### config.mk
export PLATFORM = sky130hd
export DESIGN_NAME = dcc_packet_word_packer_top
export DESIGN_NICKNAME = d
export VERILOG_FILES = /design/src/rtl/dcc_pkg.sv /design/src/rtl/dcc_packet_word_packer_top.sv
export VERILOG_INCLUDE_DIRS = /design/src /design/src/rtl
export SDC_FILE = /design/constraint.sdc
export NUM_CORES = 1
export LEC_CHECK = 0
export ABC_AREA = 1
export BUFFER_PORTS_ARGS = -buffer_cell sky130_fd_sc_hd__buf_2
export CORE_UTILIZATION = 52
export CTS_BUF_LIST = sky130_fd_sc_hd__clkbuf_16
export CTS_CLUSTER_SIZE = 24
export DETAILED_ROUTE_END_ITERATION = 6
export PLACE_DENSITY = 0.75
export SYNTH_ARGS = -nofsm -noshare
export SYNTH_HDL_FRONTEND = slang
export SYNTH_SLANG_ARGS = --single-unit
### constraint.sdc
create_clock -name clock -period 2.7 [get_ports clock]
set_clock_uncertainty 0.1 [all_clocks]
set_input_delay 0.54 -clock clock [delete_from_list [all_inputs] [get_ports clock]]
set_output_delay 0.54 -clock clock [all_outputs]
set_load 0.05 [all_outputs]
### src/rtl/dcc_packet_word_packer_top_defines.svh
// Assertion macros for the packet word packer.
`ifndef DCC_PACKET_WORD_PACKER_TOP_DEFINES_SVH
`define DCC_PACKET_WORD_PACKER_TOP_DEFINES_SVH

// Same-cycle implication, checked out of reset.
`define DCC_ASSERT_NOW(label, clk, rst, ante, cons, msg) \
   label: assert property (@(posedge clk) disable iff (rst) (ante) |-> (cons)) \
      else $error(msg);

// Next-cycle implication, checked out of reset.
`define DCC_ASSERT_NEXT(label, clk, rst, ante, cons, msg) \
   label: assert property (@(posedge clk) disable iff (rst) (ante) |=> (cons)) \
      else $error(msg);

`endif

### src/rtl/dcc_pkg.sv
// Types and codes shared by the packet word packer.
package dcc_pkg;

   localparam logic [1:0] ACT_ADD     = 2'd0;
   localparam logic [1:0] ACT_ADD_END = 2'd1;
   localparam logic [1:0] ACT_END     = 2'd2;

   localparam int BYTE_W = 8;
   localparam int WORD_W = 32;

   typedef struct packed {
      logic [1:0] action;
      logic [7:0] data_byte;
   } req_type;

   typedef struct packed {
      logic [31:0] out_word;
      logic        last_word;
      logic        truncated;
   } rsp_type;

   typedef enum logic [1:0] {
      ST_IDLE,
      ST_FETCH,
      ST_SHIFT,
      ST_SEND
   } state_type;

endpackage

### src/rtl/dcc_packet_word_packer_top.sv
// Packet word packer: byte collection, XOR checksum and 32-bit word output.
//
//   channel | direction | payload             | transfer
//   req     | in        | dcc_pkg::req_type   | req_valid & req_ready
//   rsp     | out       | dcc_pkg::rsp_type   | rsp_valid & rsp_ready
//
// An end item streams count byte, stored bytes, checksum and padding one
// byte at a time through the word shift register: each byte is read from
// memory, then shifted, and a word is sent once it holds four bytes.
// Reset is synchronous and clears count, checksum, overflow flag and state.
// req_ready is low from an end item that closes a non-empty packet until the
// last word is transferred; a stalled rsp holds its word.
`include "dcc_packet_word_packer_top_defines.svh"

module dcc_packet_word_packer_top #(
   parameter int MAX_BYTES = 8
) (
   input  logic             clock,
   input  logic             reset,
   input  logic             req_valid,
   output logic             req_ready,
   input  dcc_pkg::req_type req_item,
   output logic             rsp_valid,
   input  logic             rsp_ready,
   output dcc_pkg::rsp_type rsp_item
);

   localparam int DEPTH = MAX_BYTES - 1;
   localparam int AW    = (DEPTH > 1) ? $clog2(DEPTH) : 1;
   localparam int CW    = $clog2(MAX_BYTES);
   localparam int KW    = $clog2(MAX_BYTES + 4);

   logic [dcc_pkg::BYTE_W-1:0] mem [DEPTH];
   logic [dcc_pkg::BYTE_W-1:0] rd_q_ff;

   dcc_pkg::state_type state_ff, state_in;
   logic [CW-1:0]               count_ff, count_in;
   logic [dcc_pkg::BYTE_W-1:0]  xor_ff, xor_in;
   logic                        ovf_ff, ovf_in;
   logic [KW-1:0]               k_ff, k_in;
   logic [dcc_pkg::WORD_W-1:0]  word_ff, word_in;
   logic                        last_ff, last_in;

   logic                        req_xfer, rsp_xfer;
   logic                        is_add, is_end, has_room, wr_en;
   logic [CW-1:0]               count_add;
   logic [KW-1:0]               count_k, rd_k;
   logic [dcc_pkg::BYTE_W-1:0]  sel_byte;

   assign req_xfer  = req_valid && req_ready;
   assign rsp_xfer  = rsp_valid && rsp_ready;
   assign is_add    = (req_item.action == dcc_pkg::ACT_ADD) ||
                      (req_item.action == dcc_pkg::ACT_ADD_END);
   assign is_end    = (req_item.action == dcc_pkg::ACT_ADD_END) ||
                      (req_item.action == dcc_pkg::ACT_END);
   assign has_room  = (count_ff < CW'(DEPTH));
   assign wr_en     = req_xfer && is_add && has_room;
   assign count_add = wr_en ? count_ff + CW'(1) : count_ff;
   assign count_k   = KW'(count_ff);
   assign rd_k      = k_ff - KW'(1);

   always_ff @(posedge clock) begin
      if (wr_en) begin
         mem[count_ff[AW-1:0]] <= req_item.data_byte;
      end
      rd_q_ff <= mem[rd_k[AW-1:0]];
   end

   always_comb begin
      state_in = state_ff;
      case (state_ff)
         dcc_pkg::ST_IDLE: begin
            if (req_xfer && is_end && (count_add != '0)) begin
               state_in = dcc_pkg::ST_FETCH;
            end
         end
         dcc_pkg::ST_FETCH: state_in = dcc_pkg::ST_SHIFT;
         dcc_pkg::ST_SHIFT: begin
            state_in = (k_ff[1:0] == 2'd3) ? dcc_pkg::ST_SEND : dcc_pkg::ST_FETCH;
         end
         dcc_pkg::ST_SEND: begin
            if (rsp_xfer) begin
               state_in = last_ff ? dcc_pkg::ST_IDLE : dcc_pkg::ST_FETCH;
            end
         end
         default: state_in = dcc_pkg::ST_IDLE;
      endcase
   end

   always_comb begin
      req_ready = 1'b0;
      rsp_valid = 1'b0;
      case (state_ff)
         dcc_pkg::ST_IDLE: req_ready = 1'b1;
         dcc_pkg::ST_SEND: rsp_valid = 1'b1;
         default: begin
            req_ready = 1'b0;
            rsp_valid = 1'b0;
         end
      endcase
   end

   always_comb begin
      if (k_ff == '0) begin
         sel_byte = dcc_pkg::BYTE_W'(count_ff) + dcc_pkg::BYTE_W'(1);
      end else if (k_ff <= count_k) begin
         sel_byte = rd_q_ff;
      end else if (k_ff == count_k + KW'(1)) begin
         sel_byte = xor_ff;
      end else begin
         sel_byte = '0;
      end
   end

   always_comb begin
      count_in = count_add;
      xor_in   = xor_ff;
      ovf_in   = ovf_ff;
      k_in     = k_ff;
      word_in  = word_ff;
      last_in  = last_ff;
      if (wr_en) begin
         xor_in = xor_ff ^ req_item.data_byte;
      end
      if (req_xfer && is_add && !has_room) begin
         ovf_in = 1'b1;
      end
      if (state_ff == dcc_pkg::ST_IDLE && req_xfer && is_end) begin
         k_in = '0;
         if (count_add == '0) begin
            xor_in = '0;
            ovf_in = 1'b0;
         end
      end
      if (state_ff == dcc_pkg::ST_SHIFT) begin
         word_in = {word_ff[dcc_pkg::WORD_W-dcc_pkg::BYTE_W-1:0], sel_byte};
         last_in = (k_ff >= count_k + KW'(1));
         k_in    = k_ff + KW'(1);
      end
      if (state_ff == dcc_pkg::ST_SEND && rsp_xfer && last_ff) begin
         count_in = '0;
         xor_in   = '0;
         ovf_in   = 1'b0;
      end
   end

   always_ff @(posedge clock) begin
      if (reset) begin
         state_ff <= dcc_pkg::ST_IDLE;
         count_ff <= '0;
         xor_ff   <= '0;
         ovf_ff   <= 1'b0;
      end else begin
         state_ff <= state_in;
         count_ff <= count_in;
         xor_ff   <= xor_in;
         ovf_ff   <= ovf_in;
      end
      k_ff    <= k_in;
      word_ff <= word_in;
      last_ff <= last_in;
   end

   assign rsp_item.out_word  = word_ff;
   assign rsp_item.last_word = last_ff;
   assign rsp_item.truncated = ovf_ff;

   `DCC_ASSERT_NOW(a_one_side, clock, reset, rsp_valid, !req_ready,
      "input taken while a word is pending")
   `DCC_ASSERT_NOW(a_count_cap, clock, reset, 1'b1, count_ff <= CW'(DEPTH),
      "byte count beyond store depth")
   `DCC_ASSERT_NEXT(a_last_frees, clock, reset, rsp_xfer && rsp_item.last_word,
      req_ready && count_ff == '0 && !ovf_ff,
      "packet state not cleared after final word")

endmodule
==> summary.md <==
| Metric | Value |
|---|---|
| Leakage | 2.22 nW |
| Maximum root-to-sink buffer count | 2 |
| Syn_nets | 411 |
| Worst slew pin tran | ~0.7 ns |
| Ant diodes | 0 |
| Status | completed |
| Cells after DPL | 542 |
| Worst-Skew Late Latency | 0.41 ns |
| CP max stage cell | inv_1 |
| Worst-path clk slew | 0.05 ns |
| Post-layout min period | between 2 and 2.5 ns |
| Routed vias/inst | 5.41 |
| Height of the die | 96.9 um |
| Max_cap viols | 0 |
| RSZ-0062 raised after global routing | no |
| Critical R2R Capture | rd_q_ff[5] |
| First-pass GRT wire length | 16000 um |
| Gr usage total | 0.226 |
| Max-slew headroom | 0.520 |
| Antenna Nets Post-Route | 0 |
| Share of layout cells above drive strength 1 | 0.221 |
| Sequential share of the synthesized area | 0.691 |
| Initial antenna violation count | 0 |
| Final hold violation count | 0 |
| PortBufs | 49 |
| Synthesized area per cell | between 10 and 15 sq um |
| Cell variety after synth | 29 |
| # fillers | 634 |
| Routed WL per cell | ~17 um |
| CTS Hold Bufs | 0 |
| Power Dens Cells | 831 nW/um^2 |
| Hold path start | reset |
| Die ar. | about 9400 sq um |
| Most frequent cells in the layout | edfxtp_1, nor2_1, buf_2 |
| Clk Tree Root Cell | clkbuf_16 |
| Via count | between 3000 and 4000 |
| WHS Path Cells | 2 |
| Chip Width | 96.9 um |
| Critical Path RT | 2.92 ns |
| F_max | 426 MHz |
| H-tree levels | 4 |
| Type of origin of the critical path | register |
| Register bit count reported by yosys | 115 |
| CTS tree | done |
| Yosys warning total | 0 |
| Max VDD drop | 0.000546 V |
| CP most frequent cell | inv_1 |
| Final HPWL from detailed placement | 6510 um |
| Row count | 34 |
| Total Wirelength | 9850 um |
| Worst Path Arrival | 2.57 ns |
| GRT overflow | 0 |
| Gp weighted congestion | between 0.9 and 1 |
| Nets | around 480 |
| CTS Buf Count | 17 |
| Hold WC Path Type | in -> reg |
| Crit Path Class | reg -> reg |
| Pre-antenna DRT Iters | 5 |
| Initial core utilization | 0.537 |
| Final setup vio count | 0 |
| Area growth syn-to-layout | 20.7% |
| Crit-path max FO | 25 |
| FF/Latch Area | 3230 sq um |
| DRC viols | 0 |
| Post-synthesis cell area | approximately 4700 sq um |
| Cells after synthesis | 385 |
| Commonest non-fill, non-tap cell in the layout | edfxtp_1 |
| Final setup TNS | 0 ns |
| Clock Sink Count | 115 |
| Core Area | between 8000 and 9000 sq um |
| Ports | 50 |
| Worst Setup End Kind | register |
| Total design power | roughly 4.7 mW |
| Worst Hold End | state_ff[0] |
| Setup Fix Bufs, Post-CTS | 0 |
| Vias in the first global route | between 3000 and 4000 |
| Largest net degree at the start of global routing | 35 |
| Final std cells w/o fill | between 500 and 600 |
| Cell Chain, Critical Path | inv_1, ha_1, inv_1, o21ai_0, o22ai_1, nor2_1, a31oi_1 |
| Fin crit share | 0.870 |
| R2R Setup Slk | 0.35 ns |
| Post-cts resize count | 0 |
| DRT iter0 DRCs | 241 |
| RR Startpoint | k_ff[1] |
| Area occupied by multi-input gates | 1250 sq um |
| CP peak stage delay | 0.58 ns |
| Reg2reg path depth | 7 |
| Max Slew Vio Count | 0 |
final cells by class:
| type | instances | share of cell area |
|---|---|---|
| repair buffers | 61 | 0.0594 |
| well taps | 108 | 0.0239 |
| inverters | 36 | 0.0239 |
| clock inverters | 15 | 0.0233 |
| flip-flops and latches | 115 | 0.572 |
| multi-input cells | 222 | 0.222 |
| clock buffers | 17 | 0.0753 |
critical path, delay by kind of cell, from the launching register on:
family	cells	cell delay [ns]
AOI/OAI and AO/OA	3	0.61
buffers and inverters	2	0.65
and+or+nand+nor	1	0.07
DFF	1	0.43
adders and majority gates	1	0.40
how the worst max path moves through the flow:
| stage | depth (start not counted) | slack (ns) | end | start |
|---|---|---|---|---|
| 6_report | 7 | 0.35 | rd_q_ff[5] | k_ff[1] |
| 5_1_grt | 7 | 0.18 | rd_q_ff[6] | k_ff[1] |
| 4_1_cts | 7 | 0.38 | rd_q_ff[5] | k_ff[1] |
| 3_5_place_dp | 12 | 0.39 | xor_ff[2] | req_item[9] |
| 3_3_place_gp | 7 | 0.47 | rd_q_ff[6] | k_ff[1] |
| 2_1_floorplan | 4 | 0.50 | k_ff[0] | state_ff[1] |
cells in the mapped netlist, drive strengths merged:
cell     n  area share
edfxtp  93        0.60
nor2    64       0.058
nand2   45       0.041
inv     36       0.029
o21ai   27       0.030
dfxtp   22       0.094
a21oi   16       0.017
a31oi   12       0.017
ha      12       0.032
nand3   12       0.016
o22ai    9       0.012
xnor2    9       0.017
buf      8       0.011
nand4    5      0.0099
clkbuf   4      0.0032
nor3b    4      0.0064
nor3     3      0.0032
o211ai   2      0.0032
xor2     2      0.0037
logic make-up after synthesis:
kind of cell	after synthesis	share of synthesized area
AND/OR/NAND/NOR	133	0.134
adder cells (fa/ha/maj)	12	0.0321
AO/OA/AOI/OAI	66	0.0794
flip-flops	115	0.691
buffers and inverters	48	0.0430
XOR/XNOR	11	0.0206
metrics by stage:
step                utilization  hold WS [ns]  instance area [sq um]  setup WS, ns
detailed placement        0.584         0.329                   5090         0.387
global placement          0.584         0.325                   5090         0.470
global route              0.648         0.233                   5650         0.183
floorplan                     -         0.353                   4680         0.496
CTS                       0.648         0.219                   5650         0.383
finish                    0.648         0.233                   5650         0.351
flip-flops by register name, indices dropped and copies added (netlist names):
signal,count
count_ff,3
k_ff,4
last_ff,1
mem,56
ovf_ff,1
rd_q_ff,8
state_ff,2
word_ff,32
xor_ff,8
power by group:
group | switching (mW) | leakage (nW) | total [mW] | internal [mW]
registers | 0.0495 | 1.03 | 2.06 | 2.01
logic | 0.374 | 0.905 | 0.540 | 0.166
clock network | 0.759 | 0.285 | 2.09 | 1.33
total | 1.18 | 2.22 | 4.69 | 3.51
per-layer routing:
metal	GRT usage	vias up	share of wire
li1	-	1489	-
met1	0.278	1494	0.42
met2	0.380	105	0.51
met3	0.0679	19	0.056
met4	0.0792	0	0.017
met5	0	-	0
Power figures use the tool's default switching activity.
